**config.mk**
```make
export PLATFORM = sky130hd
export DESIGN_NAME = diagonal_order_projector_flat
export DESIGN_NICKNAME = d
export VERILOG_FILES = /design/src/rtl/dop_pkg.sv /design/src/rtl/dop_cfg_if.sv /design/src/rtl/dop_pixel_if.sv /design/src/rtl/dop_result_if.sv /design/src/rtl/dop_front.sv /design/src/rtl/dop_queue.sv /design/src/rtl/dop_back.sv /design/src/rtl/diagonal_order_projector.sv /design/src/flat_wrapper.sv
export SDC_FILE = /design/constraint.sdc
export NUM_CORES = 2
export LEC_CHECK = 0
export CORE_MARGIN = 2
export CORE_UTILIZATION = 30
export CTS_BUF_LIST = sky130_fd_sc_hd__clkbuf_8
export CTS_CLUSTER_DIAMETER = 80
export CTS_CLUSTER_SIZE = 16
export DETAILED_ROUTE_END_ITERATION = 8
export DONT_BUFFER_PORTS = 1
export PLACE_DENSITY = 0.43
export SYNTH_ARGS = -nofsm -noshare
export SYNTH_HDL_FRONTEND = slang
export SYNTH_SLANG_ARGS = --single-unit
```
**constraint.sdc**
```tcl
create_clock -name clk -period 25.2 [get_ports clk]
set_input_delay 5.04 -clock clk [delete_from_list [all_inputs] [get_ports clk]]
set_output_delay 5.04 -clock clk [all_outputs]
set_load 0.05 [all_outputs]
```
**src/rtl/dop_pkg.sv**
```systemverilog
`timescale 1ns / 1ps

package dop_pkg;

    // sizing
    localparam int MAX_SPATIAL    = 256;
    localparam int MAX_SPECTRAL   = 64;
    localparam int PIXEL_BITS     = 16;

    localparam int SPATIAL_CFG_W  = 9;
    localparam int SPECTRAL_CFG_W = 7;
    localparam int CFG_DATA_W     = 9;
    localparam int CFG_INDEX_W    = 1;
    localparam int PHOTON_W       = 16;
    localparam int POS_W          = 9;
    localparam int SUM_W          = 22;
    localparam int ROW_W          = $clog2(MAX_SPATIAL);
    localparam int SLOT_W         = $clog2(MAX_SPECTRAL);

    localparam int QUEUE_DEPTH    = 4;
    localparam int QPTR_W         = $clog2(QUEUE_DEPTH);
    localparam int QCNT_W         = $clog2(QUEUE_DEPTH + 1);

    // register map
    localparam logic [CFG_INDEX_W-1:0] REG_SPATIAL_SIZE  = 1'b0;
    localparam logic [CFG_INDEX_W-1:0] REG_SPECTRAL_SIZE = 1'b1;

    localparam logic [SPATIAL_CFG_W-1:0]  SPATIAL_RESET  = SPATIAL_CFG_W'(MAX_SPATIAL);
    localparam logic [SPECTRAL_CFG_W-1:0] SPECTRAL_RESET = SPECTRAL_CFG_W'(MAX_SPECTRAL);

    // one entry of the front-to-back queue
    typedef struct packed {
        logic                  flush;      // drain entry: read a slot and report it
        logic [PIXEL_BITS-1:0] pix;
        logic [SLOT_W-1:0]     ps;         // plus-order slot
        logic [SLOT_W-1:0]     ms;         // minus-order slot
        logic                  first_col;
        logic                  row_end;
        logic [POS_W-1:0]      pos;
        logic                  last;       // final result of the frame
    } dop_item_t;

    function automatic logic [ROW_W-1:0] eff_rows_m1(input logic [SPATIAL_CFG_W-1:0] size);
        logic [ROW_W-1:0] r;
        if (size == '0)
        begin
            r = '0;
        end
        else if (size >= SPATIAL_CFG_W'(MAX_SPATIAL))
        begin
            r = ROW_W'(MAX_SPATIAL - 1);
        end
        else
        begin
            r = ROW_W'(size - SPATIAL_CFG_W'(1));
        end
        return r;
    endfunction

    function automatic logic [SLOT_W-1:0] eff_cols_m1(input logic [SPECTRAL_CFG_W-1:0] size);
        logic [SLOT_W-1:0] c;
        if (size == '0)
        begin
            c = '0;
        end
        else if (size >= SPECTRAL_CFG_W'(MAX_SPECTRAL))
        begin
            c = SLOT_W'(MAX_SPECTRAL - 1);
        end
        else
        begin
            c = SLOT_W'(size - SPECTRAL_CFG_W'(1));
        end
        return c;
    endfunction

    function automatic logic [SUM_W-1:0] sat_add(input logic [SUM_W-1:0] a,
                                                 input logic [SUM_W-1:0] b);
        logic [SUM_W:0] s;
        s = {1'b0, a} + {1'b0, b};
        return s[SUM_W] ? {SUM_W{1'b1}} : s[SUM_W-1:0];
    endfunction

endpackage

```
**src/rtl/dop_cfg_if.sv**
```systemverilog
`timescale 1ns / 1ps

interface dop_cfg_if import dop_pkg::*; ();
    logic                   valid;
    logic                   ready;
    logic [CFG_INDEX_W-1:0] index;
    logic [CFG_DATA_W-1:0]  data;

    modport source (output valid, index, data, input ready);
    modport sink   (input valid, index, data, output ready);
endinterface

```
**src/rtl/dop_pixel_if.sv**
```systemverilog
`timescale 1ns / 1ps

interface dop_pixel_if import dop_pkg::*; ();
    logic                valid;
    logic                ready;
    logic [PHOTON_W-1:0] photon_count;

    modport source (output valid, photon_count, input ready);
    modport sink   (input valid, photon_count, output ready);
endinterface

```
**src/rtl/dop_result_if.sv**
```systemverilog
`timescale 1ns / 1ps

interface dop_result_if import dop_pkg::*; ();
    logic             valid;
    logic             ready;
    logic [POS_W-1:0] position;
    logic [SUM_W-1:0] zero_order_sum;
    logic             zero_valid;
    logic [SUM_W-1:0] plus_order_sum;
    logic [SUM_W-1:0] minus_order_sum;
    logic             frame_last;

    modport source (output valid, position, zero_order_sum, zero_valid, plus_order_sum,
                    minus_order_sum, frame_last, input ready);
    modport sink   (input valid, position, zero_order_sum, zero_valid, plus_order_sum,
                    minus_order_sum, frame_last, output ready);
endinterface

```
**src/rtl/dop_front.sv**
```systemverilog
`timescale 1ns / 1ps

module dop_front import dop_pkg::*;
(
    input  logic        clk,
    input  logic        rst_n,
    dop_cfg_if.sink     cfg,
    dop_pixel_if.sink   pix,
    output logic        frame_clear,
    output logic        push_valid,
    output dop_item_t   push_item,
    input  logic        push_ready
);

    logic [SPATIAL_CFG_W-1:0]  spatial_reg,  spatial_next;
    logic [SPECTRAL_CFG_W-1:0] spectral_reg, spectral_next;
    logic [ROW_W-1:0]          row_reg,      row_next;
    logic [SLOT_W-1:0]         col_reg,      col_next;
    logic [SLOT_W-1:0]         base_reg,     base_next;
    logic                      flush_reg,    flush_next;
    logic [SLOT_W-1:0]         flush_k_reg,  flush_k_next;

    logic [ROW_W-1:0]  rows_m1;
    logic [SLOT_W-1:0] cols_m1;
    logic              col_last;
    logic              row_last;
    logic              pix_acc;
    logic              cfg_acc;
    logic [SLOT_W-1:0] flush_slot;

    assign rows_m1  = eff_rows_m1(spatial_reg);
    assign cols_m1  = eff_cols_m1(spectral_reg);
    assign col_last = (col_reg == cols_m1);
    assign row_last = (row_reg == rows_m1);

    assign cfg.ready   = 1'b1;
    assign cfg_acc     = cfg.valid && cfg.ready;
    assign frame_clear = cfg_acc;

    // pixels wait while the drain entries of a finished frame go out
    assign pix.ready = !flush_reg && push_ready;
    assign pix_acc   = pix.valid && pix.ready;

    assign push_valid = pix_acc || flush_reg;
    assign flush_slot = base_reg + flush_k_reg;

    always_comb
    begin
        if (flush_reg)
        begin
            push_item.flush     = 1'b1;
            push_item.pix       = '0;
            push_item.ps        = flush_slot;
            push_item.ms        = flush_slot;
            push_item.first_col = 1'b0;
            push_item.row_end   = 1'b0;
            push_item.pos       = POS_W'(row_reg) + POS_W'(flush_k_reg);
            push_item.last      = (flush_k_reg == cols_m1);
        end
        else
        begin
            push_item.flush     = 1'b0;
            push_item.pix       = pix.photon_count[PIXEL_BITS-1:0];
            push_item.ps        = base_reg + cols_m1 - col_reg;
            push_item.ms        = base_reg + col_reg;
            push_item.first_col = (col_reg == '0);
            push_item.row_end   = col_last;
            push_item.pos       = POS_W'(row_reg);
            push_item.last      = col_last && row_last && (cols_m1 == '0);
        end
    end

    always_comb
    begin
        spatial_next  = spatial_reg;
        spectral_next = spectral_reg;
        row_next      = row_reg;
        col_next      = col_reg;
        base_next     = base_reg;
        flush_next    = flush_reg;
        flush_k_next  = flush_k_reg;
        priority if (cfg_acc)
        begin
            unique case (cfg.index)
                REG_SPATIAL_SIZE:  spatial_next  = cfg.data[SPATIAL_CFG_W-1:0];
                REG_SPECTRAL_SIZE: spectral_next = cfg.data[SPECTRAL_CFG_W-1:0];
                default:           spatial_next  = spatial_reg;
            endcase
            row_next   = '0;
            col_next   = '0;
            base_next  = '0;
            flush_next = 1'b0;
        end
        else if (flush_reg && push_ready)
        begin
            if (flush_k_reg == cols_m1)
            begin
                flush_next = 1'b0;
                row_next   = '0;
                base_next  = '0;
            end
            else
            begin
                flush_k_next = flush_k_reg + SLOT_W'(1);
            end
        end
        else if (pix_acc)
        begin
            col_next = col_last ? '0 : col_reg + SLOT_W'(1);
            if (col_last)
            begin
                if (!row_last)
                begin
                    row_next  = row_reg + ROW_W'(1);
                    base_next = base_reg + SLOT_W'(1);
                end
                else if (cols_m1 == '0)
                begin
                    row_next  = '0;
                    base_next = '0;
                end
                else
                begin
                    flush_next   = 1'b1;
                    flush_k_next = SLOT_W'(1);
                end
            end
        end
        else
        begin
            // idle: everything holds
            flush_next = flush_reg;
        end
    end

    always_ff @(posedge clk or negedge rst_n)
    begin
        if (!rst_n)
        begin
            spatial_reg  <= SPATIAL_RESET;
            spectral_reg <= SPECTRAL_RESET;
            row_reg      <= '0;
            col_reg      <= '0;
            base_reg     <= '0;
            flush_reg    <= 1'b0;
            flush_k_reg  <= '0;
        end
        else
        begin
            spatial_reg  <= spatial_next;
            spectral_reg <= spectral_next;
            row_reg      <= row_next;
            col_reg      <= col_next;
            base_reg     <= base_next;
            flush_reg    <= flush_next;
            flush_k_reg  <= flush_k_next;
        end
    end

endmodule

```
**src/rtl/dop_queue.sv**
```systemverilog
`timescale 1ns / 1ps

module dop_queue import dop_pkg::*;
(
    input  logic      clk,
    input  logic      rst_n,
    input  logic      push_valid,
    input  dop_item_t push_item,
    output logic      push_ready,
    output logic      pop_valid,
    output dop_item_t pop_item,
    input  logic      pop_ready
);

    dop_item_t          entry_reg [QUEUE_DEPTH];
    logic [QPTR_W-1:0]  wr_ptr_reg, wr_ptr_next;
    logic [QPTR_W-1:0]  rd_ptr_reg, rd_ptr_next;
    logic [QCNT_W-1:0]  count_reg,  count_next;
    logic               do_push;
    logic               do_pop;

    assign push_ready = (count_reg != QCNT_W'(QUEUE_DEPTH));
    assign pop_valid  = (count_reg != '0);
    assign pop_item   = entry_reg[rd_ptr_reg];
    assign do_push    = push_valid && push_ready;
    assign do_pop     = pop_valid && pop_ready;

    always_comb
    begin
        wr_ptr_next = do_push ? wr_ptr_reg + QPTR_W'(1) : wr_ptr_reg;
        rd_ptr_next = do_pop  ? rd_ptr_reg + QPTR_W'(1) : rd_ptr_reg;
        count_next  = count_reg + QCNT_W'(do_push) - QCNT_W'(do_pop);
    end

    always_ff @(posedge clk)
    begin
        if (do_push)
        begin
            entry_reg[wr_ptr_reg] <= push_item;
        end
    end

    always_ff @(posedge clk or negedge rst_n)
    begin
        if (!rst_n)
        begin
            wr_ptr_reg <= '0;
            rd_ptr_reg <= '0;
            count_reg  <= '0;
        end
        else
        begin
            wr_ptr_reg <= wr_ptr_next;
            rd_ptr_reg <= rd_ptr_next;
            count_reg  <= count_next;
        end
    end

endmodule

```
**src/rtl/dop_back.sv**
```systemverilog
`timescale 1ns / 1ps

module dop_back import dop_pkg::*;
(
    input  logic          clk,
    input  logic          rst_n,
    input  logic          frame_clear,
    input  logic          pop_valid,
    input  dop_item_t     pop_item,
    output logic          pop_ready,
    dop_result_if.source  res
);

    // diagonal accumulator rings, registered read
    logic [SUM_W-1:0]        plus_mem  [MAX_SPECTRAL];
    logic [SUM_W-1:0]        minus_mem [MAX_SPECTRAL];
    logic [SUM_W-1:0]        p_rd_reg;
    logic [SUM_W-1:0]        m_rd_reg;
    logic [MAX_SPECTRAL-1:0] p_vld_reg, p_vld_next;
    logic [MAX_SPECTRAL-1:0] m_vld_reg, m_vld_next;

    // last write to each ring, forwarded over the read latency
    logic              lwp_valid_reg;
    logic [SLOT_W-1:0] lwp_addr_reg;
    logic [SUM_W-1:0]  lwp_data_reg;
    logic              lwm_valid_reg;
    logic [SLOT_W-1:0] lwm_addr_reg;
    logic [SUM_W-1:0]  lwm_data_reg;

    logic              b_valid_reg;
    dop_item_t         b_item_reg;
    logic [SUM_W-1:0]  row_acc_reg;
    logic [SUM_W-1:0]  m_cap_reg;

    logic              out_valid_reg;
    logic [POS_W-1:0]  out_pos_reg;
    logic [SUM_W-1:0]  out_zsum_reg;
    logic              out_zvalid_reg;
    logic [SUM_W-1:0]  out_plus_reg;
    logic [SUM_W-1:0]  out_minus_reg;
    logic              out_last_reg;

    logic [SUM_W-1:0]  p_cur, m_cur, pix_ext, p_sum, m_sum, r_sum;
    logic [SUM_W-1:0]  p_wdata, m_wdata;
    logic [SUM_W-1:0]  res_zsum, res_plus, res_minus;
    logic              emits, out_free, b_done, advance, wr_en, clear_all;

    always_comb
    begin
        if (lwp_valid_reg && (lwp_addr_reg == b_item_reg.ps))
        begin
            p_cur = lwp_data_reg;
        end
        else
        begin
            p_cur = p_vld_reg[b_item_reg.ps] ? p_rd_reg : '0;
        end
        if (lwm_valid_reg && (lwm_addr_reg == b_item_reg.ms))
        begin
            m_cur = lwm_data_reg;
        end
        else
        begin
            m_cur = m_vld_reg[b_item_reg.ms] ? m_rd_reg : '0;
        end
    end

    assign pix_ext = SUM_W'(b_item_reg.pix);
    assign p_sum   = sat_add(p_cur, pix_ext);
    assign m_sum   = sat_add(m_cur, pix_ext);
    assign r_sum   = sat_add(row_acc_reg, pix_ext);

    assign emits     = b_item_reg.flush || b_item_reg.row_end;
    assign out_free  = !out_valid_reg || res.ready;
    assign b_done    = b_valid_reg && (!emits || out_free);
    assign pop_ready = !b_valid_reg || b_done;
    assign advance   = pop_valid && pop_ready;
    assign clear_all = frame_clear || (b_done && b_item_reg.last);
    assign wr_en     = b_done && !b_item_reg.flush && !clear_all;

    // a finished slot is reported and zeroed in the same pass
    assign p_wdata = b_item_reg.row_end   ? '0 : p_sum;
    assign m_wdata = b_item_reg.first_col ? '0 : m_sum;

    always_comb
    begin
        if (b_item_reg.flush)
        begin
            res_zsum  = '0;
            res_plus  = p_cur;
            res_minus = m_cur;
        end
        else
        begin
            res_zsum  = r_sum;
            res_plus  = p_sum;
            res_minus = b_item_reg.first_col ? m_sum : m_cap_reg;
        end
    end

    always_comb
    begin
        p_vld_next = p_vld_reg;
        m_vld_next = m_vld_reg;
        if (clear_all)
        begin
            p_vld_next = '0;
            m_vld_next = '0;
        end
        else if (wr_en)
        begin
            p_vld_next[b_item_reg.ps] = 1'b1;
            m_vld_next[b_item_reg.ms] = 1'b1;
        end
    end

    always_ff @(posedge clk)
    begin
        if (wr_en)
        begin
            plus_mem[b_item_reg.ps]  <= p_wdata;
            minus_mem[b_item_reg.ms] <= m_wdata;
        end
        if (advance)
        begin
            p_rd_reg <= plus_mem[pop_item.ps];
            m_rd_reg <= minus_mem[pop_item.ms];
        end
    end

    always_ff @(posedge clk)
    begin
        if (advance)
        begin
            b_item_reg <= pop_item;
        end
        if (wr_en)
        begin
            lwp_addr_reg <= b_item_reg.ps;
            lwp_data_reg <= p_wdata;
            lwm_addr_reg <= b_item_reg.ms;
            lwm_data_reg <= m_wdata;
        end
        if (b_done && !b_item_reg.flush && b_item_reg.first_col)
        begin
            m_cap_reg <= m_sum;
        end
        if (b_done && emits)
        begin
            out_pos_reg    <= b_item_reg.pos;
            out_zsum_reg   <= res_zsum;
            out_zvalid_reg <= !b_item_reg.flush;
            out_plus_reg   <= res_plus;
            out_minus_reg  <= res_minus;
            out_last_reg   <= b_item_reg.last;
        end
    end

    always_ff @(posedge clk or negedge rst_n)
    begin
        if (!rst_n)
        begin
            p_vld_reg     <= '0;
            m_vld_reg     <= '0;
            lwp_valid_reg <= 1'b0;
            lwm_valid_reg <= 1'b0;
            b_valid_reg   <= 1'b0;
            row_acc_reg   <= '0;
            out_valid_reg <= 1'b0;
        end
        else
        begin
            p_vld_reg <= p_vld_next;
            m_vld_reg <= m_vld_next;
            if (clear_all)
            begin
                lwp_valid_reg <= 1'b0;
                lwm_valid_reg <= 1'b0;
            end
            else if (wr_en)
            begin
                lwp_valid_reg <= 1'b1;
                lwm_valid_reg <= 1'b1;
            end
            if (advance)
            begin
                b_valid_reg <= 1'b1;
            end
            else if (b_done)
            begin
                b_valid_reg <= 1'b0;
            end
            if (frame_clear)
            begin
                row_acc_reg <= '0;
            end
            else if (b_done && !b_item_reg.flush)
            begin
                row_acc_reg <= b_item_reg.row_end ? '0 : r_sum;
            end
            if (b_done && emits)
            begin
                out_valid_reg <= 1'b1;
            end
            else if (res.ready)
            begin
                out_valid_reg <= 1'b0;
            end
        end
    end

    assign res.valid           = out_valid_reg;
    assign res.position        = out_pos_reg;
    assign res.zero_order_sum  = out_zsum_reg;
    assign res.zero_valid      = out_zvalid_reg;
    assign res.plus_order_sum  = out_plus_reg;
    assign res.minus_order_sum = out_minus_reg;
    assign res.frame_last      = out_last_reg;

endmodule

```
**src/rtl/diagonal_order_projector.sv**
```systemverilog
`timescale 1ns / 1ps

// Row and diagonal projection sums over one spatial x spectral frame.
// cfg : write transaction, index 0 = spatial_size (rows), 1 = spectral_size
//       (pixels per row). Always ready. A write restarts the frame; issue it
//       only while no pixel is in flight.
// pix : one photon_count per transaction, raster order, row major.
// res : one transaction per completed position: at the end of each row
//       (row sum, plus and minus sums) and, after the last row,
//       spectral_size-1 transactions for the trailing diagonal positions;
//       the last result of the frame has frame_last set.
// Throughput: one pixel per clock while the queue has room. At the end of a
// frame pix.ready drops while the drain entries for the trailing positions
// are issued from the front end into the queue.
// A row-end pixel's result reaches res through the queue write, then the
// ring read, then the add into the output register.
// Reset: sizes 256 x 64, counters and all accumulators empty.
// When res is stalled the output register holds, the back end stops and the
// four-entry queue fills; pix.ready then drops until room opens again.

module diagonal_order_projector import dop_pkg::*;
(
    input  logic          clk,
    input  logic          rst_n,
    dop_cfg_if.sink       cfg,
    dop_pixel_if.sink     pix,
    dop_result_if.source  res
);

    logic      frame_clear;
    logic      push_valid;
    logic      push_ready;
    dop_item_t push_item;
    logic      pop_valid;
    logic      pop_ready;
    dop_item_t pop_item;

    // front: config registers, raster counters, slot classification, drain issue
    dop_front u_front
    (
        .clk         (clk),
        .rst_n       (rst_n),
        .cfg         (cfg),
        .pix         (pix),
        .frame_clear (frame_clear),
        .push_valid  (push_valid),
        .push_item   (push_item),
        .push_ready  (push_ready)
    );

    // decouples the front from back-end and output stalls
    dop_queue u_queue
    (
        .clk        (clk),
        .rst_n      (rst_n),
        .push_valid (push_valid),
        .push_item  (push_item),
        .push_ready (push_ready),
        .pop_valid  (pop_valid),
        .pop_item   (pop_item),
        .pop_ready  (pop_ready)
    );

    // back: ring accumulators with forwarding, row sum, output register
    dop_back u_back
    (
        .clk         (clk),
        .rst_n       (rst_n),
        .frame_clear (frame_clear),
        .pop_valid   (pop_valid),
        .pop_item    (pop_item),
        .pop_ready   (pop_ready),
        .res         (res)
    );

`ifndef SYNTHESIS
    // an accepted pixel always lands in the queue in the same cycle
    a_pix_lands: assert property (@(posedge clk) disable iff (!rst_n)
        (pix.valid && pix.ready) |-> (push_valid && push_ready))
        else $error("pixel accepted without queue room");

    // an empty queue must offer room
    a_empty_room: assert property (@(posedge clk) disable iff (!rst_n)
        !pop_valid |-> push_ready)
        else $error("queue empty but not ready");

    // a result leaves the back end only after an entry was taken from the queue
    a_res_source: assert property (@(posedge clk) disable iff (!rst_n)
        $rose(res.valid) |-> $past(pop_valid && pop_ready, 2))
        else $error("result without a queue transaction");
`endif

endmodule
```
**src/flat_wrapper.sv**
```systemverilog
// flat-port wrapper written by rule: the top's interface ports become plain ports
module diagonal_order_projector_flat import dop_pkg::*;
  (clk, rst_n, cfg_valid, cfg_index, cfg_data, cfg_ready, pix_valid, pix_photon_count, pix_ready, res_valid, res_position, res_zero_order_sum, res_zero_valid, res_plus_order_sum, res_minus_order_sum, res_frame_last, res_ready);
  dop_cfg_if cfg_i ();
  dop_pixel_if pix_i ();
  dop_result_if res_i ();
  input  logic clk;
  input  logic rst_n;
  input wire logic [$bits(cfg_i.valid)-1:0] cfg_valid;
  input wire logic [$bits(cfg_i.index)-1:0] cfg_index;
  input wire logic [$bits(cfg_i.data)-1:0] cfg_data;
  output wire logic [$bits(cfg_i.ready)-1:0] cfg_ready;
  input wire logic [$bits(pix_i.valid)-1:0] pix_valid;
  input wire logic [$bits(pix_i.photon_count)-1:0] pix_photon_count;
  output wire logic [$bits(pix_i.ready)-1:0] pix_ready;
  output wire logic [$bits(res_i.valid)-1:0] res_valid;
  output wire logic [$bits(res_i.position)-1:0] res_position;
  output wire logic [$bits(res_i.zero_order_sum)-1:0] res_zero_order_sum;
  output wire logic [$bits(res_i.zero_valid)-1:0] res_zero_valid;
  output wire logic [$bits(res_i.plus_order_sum)-1:0] res_plus_order_sum;
  output wire logic [$bits(res_i.minus_order_sum)-1:0] res_minus_order_sum;
  output wire logic [$bits(res_i.frame_last)-1:0] res_frame_last;
  input wire logic [$bits(res_i.ready)-1:0] res_ready;
  assign cfg_i.valid = cfg_valid;
  assign cfg_i.index = cfg_index;
  assign cfg_i.data = cfg_data;
  assign cfg_ready = cfg_i.ready;
  assign pix_i.valid = pix_valid;
  assign pix_i.photon_count = pix_photon_count;
  assign pix_ready = pix_i.ready;
  assign res_valid = res_i.valid;
  assign res_position = res_i.position;
  assign res_zero_order_sum = res_i.zero_order_sum;
  assign res_zero_valid = res_i.zero_valid;
  assign res_plus_order_sum = res_i.plus_order_sum;
  assign res_minus_order_sum = res_i.minus_order_sum;
  assign res_frame_last = res_i.frame_last;
  assign res_i.ready = res_ready;
  diagonal_order_projector u_core (.clk(clk), .rst_n(rst_n), .cfg(cfg_i), .pix(pix_i), .res(res_i));
endmodule
```
[Word level (Yosys, flattened, before mapping)]
Memory sizes are Yosys's and may differ from the RTL's. A register that Yosys moved wholly into a read port is not among the register bits.
Cells that the tools add are included.
Word-level totals
  output and inout port bits: 80
  word-level logic and storage cells: 202
  RAM bits: 2980
  bits of input ports: 31
  register bits: 399
  memories: 3
Operators by class
  bitwise logic cells: 4
  add/sub/neg operators: 18
  magnitude comparators: 6
  equality and inequality tests: 12
  multiplexer cells: 73
  reductions and logical operators: 51
Memory list
  u_core.u_back.minus_mem: depth 64, width 22, read ports 1, clocked after memory_dff 1, wr ports 1, RTL line dop_back.sv:16  | logic [SUM_W-1:0] minus_mem [MAX_SPECTRAL];
  u_core.u_back.plus_mem: depth 64, width 22, read ports 1, clocked after memory_dff 1, wr ports 1, RTL line dop_back.sv:15  | logic [SUM_W-1:0] plus_mem [MAX_SPECTRAL];
  u_core.u_queue.entry_reg: depth 4, width 41, read ports 1, clocked after memory_dff 0, wr ports 1, RTL line dop_queue.sv:15  | dop_item_t entry_reg [QUEUE_DEPTH];
Operators by type and width (number)
  $mux 22: 15
  $mux 64: 4
  $or 64x64->64: 2
  $mux 6: 19
  $mux 8: 9
  $add 22x16->23: 3
  $mux 41: 1
  $eq 6x6->1: 4
  $mux 1: 21
  $add 6x1->6 const B: 3
  $add 6x6->6: 3
  $logic_and 1x1->1: 17
  $reduce_bool 2->1: 8
  $lt 6x7->1 const B: 2
  $bmux 1 s6: 2
  $demux 1 s6: 2
  $ge 6x1->1 const B: 2
  $logic_not 6->1: 2
  $reduce_bool 3->1: 4
  $add 8x6->9: 1
  $ge 9x9->1 const B: 1
  $logic_not 9->1: 1
  $add 8x1->8 const B: 1
  $eq 8x8->1: 1
  20 further kinds: 36

[Longest topological paths before layout]
  depth in word-level cells: 10
  depth in mapped cells: 25
  mapped depth without buffers: 19

[Cells and area by module]
A second synthesis with hierarchy kept.
Second synthesis, totals
  cells, all modules: 6338
  area total of the unflattened synthesis: 135987.9 µm²
By module, submodules not included
  dop_back: cells an instance 5560, instances 1, sequential area each 95596.7 µm², area an instance 125140.0 µm²
  dop_queue: cells an instance 256, instances 1, sequential area each 5099.9 µm², area an instance 6439.9 µm²
  dop_front: cells an instance 522, instances 1, sequential area each 1078.5 µm², area an instance 4408.0 µm²

[Worst setup path before layout]
OpenSTA, ideal clock, no wires.
  kind: input to register
  start: in res_ready
  end: reg u_core.u_queue.count_reg[2]
  arrival time: 10.480 ns
  buffers on the path: 0
  stages: 10
  setup slack: 14.595 ns
  setup time: 0.124 ns
  required time: 25.076 ns
  path through: nand2b_1 > nor2_1 > nor2_1 > ha_1 > inv_1 > ha_1 > inv_1 > fa_1 > xnor2_1 > xnor2_1
On the way
  word-level cells in the longest chain between the ends: 6
Ends and longest elaborated chain
  start: declaration: RTL line flat_wrapper.sv:23  | input wire logic [$bits(res_i.ready)-1:0] res_ready;
  $logic_or 1x1->1: RTL line dop_back.sv:74  | assign out_free = !out_valid_reg || res.ready;
  $logic_or 1x1->1: RTL line dop_back.sv:75  | assign b_done = b_valid_reg && (!emits || out_free);
  $logic_and 1x1->1: RTL line dop_back.sv:75
  $logic_or 1x1->1: RTL line dop_back.sv:76  | assign pop_ready = !b_valid_reg || b_done;
  $logic_and 1x1->1
  named net u_core.u_back.advance: RTL line dop_back.sv:46  | logic emits, out_free, b_done, advance, wr_en, clear_all;
  $sub 3x1->3: RTL line dop_queue.sv:32  | count_next = count_reg + QCNT_W'(do_push) - QCNT_W'(do_pop);
  named net u_core.u_queue.count_next[2]: RTL line dop_queue.sv:18  | logic [QCNT_W-1:0] count_reg, count_next;
  end signal: assignment: RTL line dop_queue.sv:55  | count_reg <= count_next;
  end: declaration: RTL line dop_queue.sv:18
The timed path passes the listed nets, and every way through them passes these cells.
A chain may end at the register's enable or synchronous reset.

[Worst setup path after layout]
  start: reg u_core.u_back.b_item_reg[19] (netlist bit)
  end: mem u_core.u_back.plus_mem[44][15] (data pin)
On the way
  word-level cells in the longest chain between the ends: 7
  elaborated cells on any way between the ends: 9
  those cells by class: add/sub: 1; eq/ne: 1; mux: 6; reduce/logical: 1
Ends and longest elaborated chain
  start: declaration: RTL line dop_back.sv:31  | dop_item_t b_item_reg;
  start signal: assignment: RTL line dop_back.sv:135  | b_item_reg <= pop_item;
  $bmux 1 s6: RTL line dop_back.sv:56  | p_cur = p_vld_reg[b_item_reg.ps] ? p_rd_reg : '0;
  $mux 1 (implied by the code): RTL line dop_back.sv:56
  $mux 22: RTL line dop_back.sv:56
  $mux 22 *: RTL line dop_back.sv:50  | if (lwp_valid_reg && (lwp_addr_reg == b_item_reg.ps))
  $add 22x16->23 *: RTL line dop_pkg.sv:80  | s = {1'b0, a} + {1'b0, b};
  $mux 22 *: RTL line dop_pkg.sv:81  | return s[SUM_W] ? {SUM_W{1'b1}} : s[SUM_W-1:0];
  $mux 22 *: RTL line dop_back.sv:82  | assign p_wdata = b_item_reg.row_end ? '0 : p_sum;
  named net u_core.u_back.p_wdata[15]: RTL line dop_back.sv:44  | logic [SUM_W-1:0] p_wdata, m_wdata;
  end: declaration: RTL line dop_back.sv:15
The timed path passes the listed nets; every way through them passes the cells marked *. The select of a mux whose other input is x is not followed.

==> run_results.csv <==
group,metric,value,unit
power_and_ir_drop,internal_power,0.0120,W
sta,grt_setup_unrepaired,"no",
floorplan,rows,247,
global_routing,grt_start_max_net_pins,204,
sta,slew_violations,0,
route,dr.pass1.iters,7,
synthesis,synth_edf_count,3220,
placed_design,routabilityCongestion,0.794,
clock_network,cts-root-buf,"clkbuf_8",
synthesis,ys_ff_latch,3423,
floorplan,initial_core_util,30.1,%
route,drc,0,
global_routing,antenna_found_initial,41,
route,vias,64760,
min_path,hold_start,"u_core.u_back.b_item_reg[3]$_DFFE_PP_",
placed_design,dpl_worst_slack,15.65,ns
synthesis,ys_seq_area_share,74.7,%
power_and_ir_drop,switching_share,41.8,%
clock_network,cts.clk_slew.worst_paths,0.11,ns
clock_network,cts_sinks,3423,
critical_path,r2r_start,"u_core.u_back.b_item_reg[19]$_DFFE_PP_",
sta,setup_tns,0,ns
critical_path,r2r-end,"u_core.u_back.plus_mem[44][15]$_DFFE_PP_",
power_and_ir_drop,p_comb_share,44.3,%
critical_path,critPathMaxStageDelay,0.77,ns
power_and_ir_drop,power_frac_seq,41.4,%
sta,fin_skew,0.125,ns
clock_network,cts_made_buffers,262,
route,detail_route.vias_per_cell,5.08,
power_and_ir_drop,power_density,138,nW/um^2
floorplan,ioPinCount,111,
sta,max_freq,117,MHz
critical_path,critPathLaunch,"u_core.u_back.b_item_reg[19]$_DFFE_PP_",
critical_path,path_buf_inv,4,
critical_path,cp_cell_sequence,"buf_4 -> mux4_1 -> nor2b_1 -> a2111oi_0 -> a41oi_2 -> a21oi_2 -> nor3_2 -> buf_4 -> a22o_1 -> ha_1 -> o21a_1 -> o31a_1 -> nor4_1 -> o22a_1 -> a21oi_1 -> o41ai_1 -> or3b_1 -> or2_2 -> buf_4 -> a21oi_4 -> buf_4",
critical_path,slowest_stage,"a2111oi_0",
finish,drive_above_1_share,25.4,%
finish,layout_commonest_cell,"edfxtp_1",
finish,nets,6673,
critical_path,r2r_slack,16.63,ns
critical_path,crit_path_frequent_cell,"buf_4",
power_and_ir_drop,p_leak,47.8,nW
global_routing,grt_usage,17.2,%
critical_path,cpLargestDelayFamily,"compound AO/OA/AOI/OAI gates",
clock_network,cts_max_path_buffers,4,
floorplan,die_area,460000,um^2
sta,period_needed,8.57,ns
power_and_ir_drop,peakVddDrop,0.000147,V
synthesis,synth_warnings,0,
global_routing,grt_first_pass_wirelength,554,mm
critical_path,worstPathMaxFanout,45,
route,final_antenna_net_count,0,
synthesis,yosys_most_used_dff,"edfxtp_1",
power_and_ir_drop,switchingPower,0.00862,W
min_path,hold_depth,0,
critical_path,reg2reg_depth,21,
sta,setup_viol,0,
floorplan,die_w,678,um
finish,mostFrequentLayoutCells,"3220 x edfxtp_1, 917 x mux4_2, 269 x clkbuf_8, 198 x dfrtp_1, 186 x nand2_1",
clock_network,cts_setup_buffers,0,
flow_run,cap_violations,0,
clock_network,cts_tree,"built",
power_and_ir_drop,power.share.clock,14.3,%
synthesis,netlist-cell-type-count,99,
clock_network,cts_resized,0,
finish,area_growth,9.77,%
min_path,hold_path_end,"u_core.u_back.res.position[2]$_DFFE_PP_",
synthesis,synthesis.nets,6622,
clock_network,cts.htree.levels,5,
critical_path,critPathKind,"reg2reg",
route,drt_iter0_drc,5904,
min_path,hold_class,"reg2reg",
route,routedWlPerCell,31.7,um
clock_network,cts-hold-fix-buffers,0,
global_routing,grt_pass1_vias,66269,
sta,hold_viol,0,
global_routing,gr-total-overflow,0,
sta,setup_ws,16.63,ns
outcome,status,"finished clean",
synthesis,avgSynthCellArea,21.0,um^2
synthesis,synthCells,6491,
floorplan,die_y,678,um
synthesis,async_reset_ff_share,5.93,%
critical_path,crit_required,25.91,ns
critical_path,cp.arrival,9.28,ns
placed_design,port_buffers,0,
sta,holdWs,0.441,ns
sta,min_period_over_period,34.0,%
critical_path,crit_path_start_kind,"flip-flop",
placed_design,dp_hpwl,248,mm
clock_network,clock_latency,1.14,ns
sta,relSlewSlack,12.3,%
synthesis,syn-cell-area,136000,um^2
critical_path,end_kind,"flip-flop",
floorplan,coreArea,452000,um^2
sta,worst_slew_pin_slew,1.32,ns
route,routed_wl,403,mm
## stage by stage
stage	power [W]	instance area (um^2)	cells	util [%]
final	0.0206	150000	12738	33.1
after global routing	0.0215	150000	12711	33.1
after CTS	0.0211	149000	12672	33.0
after detailed placement	0.0181	145000	12254	32.0
after global placement	0.0180	145000	12254	32.0
after floorplan	0.0135	136000	6491	-
## final cells by class
type	count	area, um^2
clock buffer	269	3700
tap	5976	7480
multi-input combinational	2649	34300
antenna	66	165
timing repair buffer	123	1010
fill	42966	303000
sequential	3423	102000
clock inverter	149	848
inverter	83	313
## layer usage
layer  vias up  GRT usage [%]  share of wire, %
li1      26978              -                 -
met1     35858           23.1                43
met5         -              0            0.0092
met3       412           2.10               4.2
met2      1506           29.5                51
met4         6           4.30               2.5
## logic make-up (layout without fill, tap and decap cells)
kind of cell	after synthesis	in the layout	share of synthesized area, %
buffers and inverters	419	624	1.24
AO/OA/AOI/OAI	697	697	3.58
XOR/XNOR	92	92	0.591
other	1	67	0.00275
AND/OR/NAND/NOR	679	679	2.38
multiplexers	1080	1080	16.5
flip-flops	3423	3423	74.7
adder cells (fa/ha/maj)	100	100	0.984
## how the worst max path moves through the flow
stage               slack (ns)  cells after the start                                        end
global route             16.20                     21   u_core.u_back.plus_mem[44][15]$_DFFE_PP_
global placement         15.64                      8  u_core.u_back.minus_mem[52][14]$_DFFE_PP_
detailed placement       15.65                      8  u_core.u_back.minus_mem[53][14]$_DFFE_PP_
CTS                      16.58                     21   u_core.u_back.plus_mem[44][15]$_DFFE_PP_
finish                   16.63                     21   u_core.u_back.plus_mem[44][15]$_DFFE_PP_
floorplan                14.60                     10      u_core.u_queue.count_reg[2]$_DFF_PN0_
## Yosys cell counts, types with 12 or more instances
cell       count  share of area, %
or2_2         12             0.055
dfrtp_1      201               3.7
a31oi_1       28              0.13
and2_1        16             0.073
nor2_1       225              0.62
nor3_1        28              0.10
xor2_1        33              0.21
buf_1         86              0.24
nor2b_1       42              0.19
nand2b_1      19             0.087
nand3_1       43              0.16
a21oi_1      108              0.40
edfxtp_1    3220                71
and3_1        18             0.083
o21ai_0       86              0.32
a21oi_2       12             0.077
o21ai_1       62              0.23
buf_2         50              0.18
nand4_1       12             0.055
mux2i_1       74              0.54
a221oi_1      13             0.084
mux2_2        75              0.62
nand2_1      191              0.53
o21a_1        28              0.15
clkbuf_1     192              0.53
xnor2_1       59              0.38
ha_1          88              0.81
a21o_1       182               1.0
inv_1         80              0.22
a22o_1        33              0.21
fa_1          12              0.18
mux4_2       927                15
a2bb2oi_2     12              0.13
## power groups by stage
stage               Combinational (W)  Clock, W  Sequential [W]
floorplan                     0.00500         0         0.00852
global placement              0.00931         0         0.00867
detailed placement            0.00943         0         0.00868
CTS                           0.00945   0.00307         0.00855
global route                  0.00964   0.00325         0.00857
finish                        0.00914   0.00294         0.00853
(Power assumes the default switching activity.)
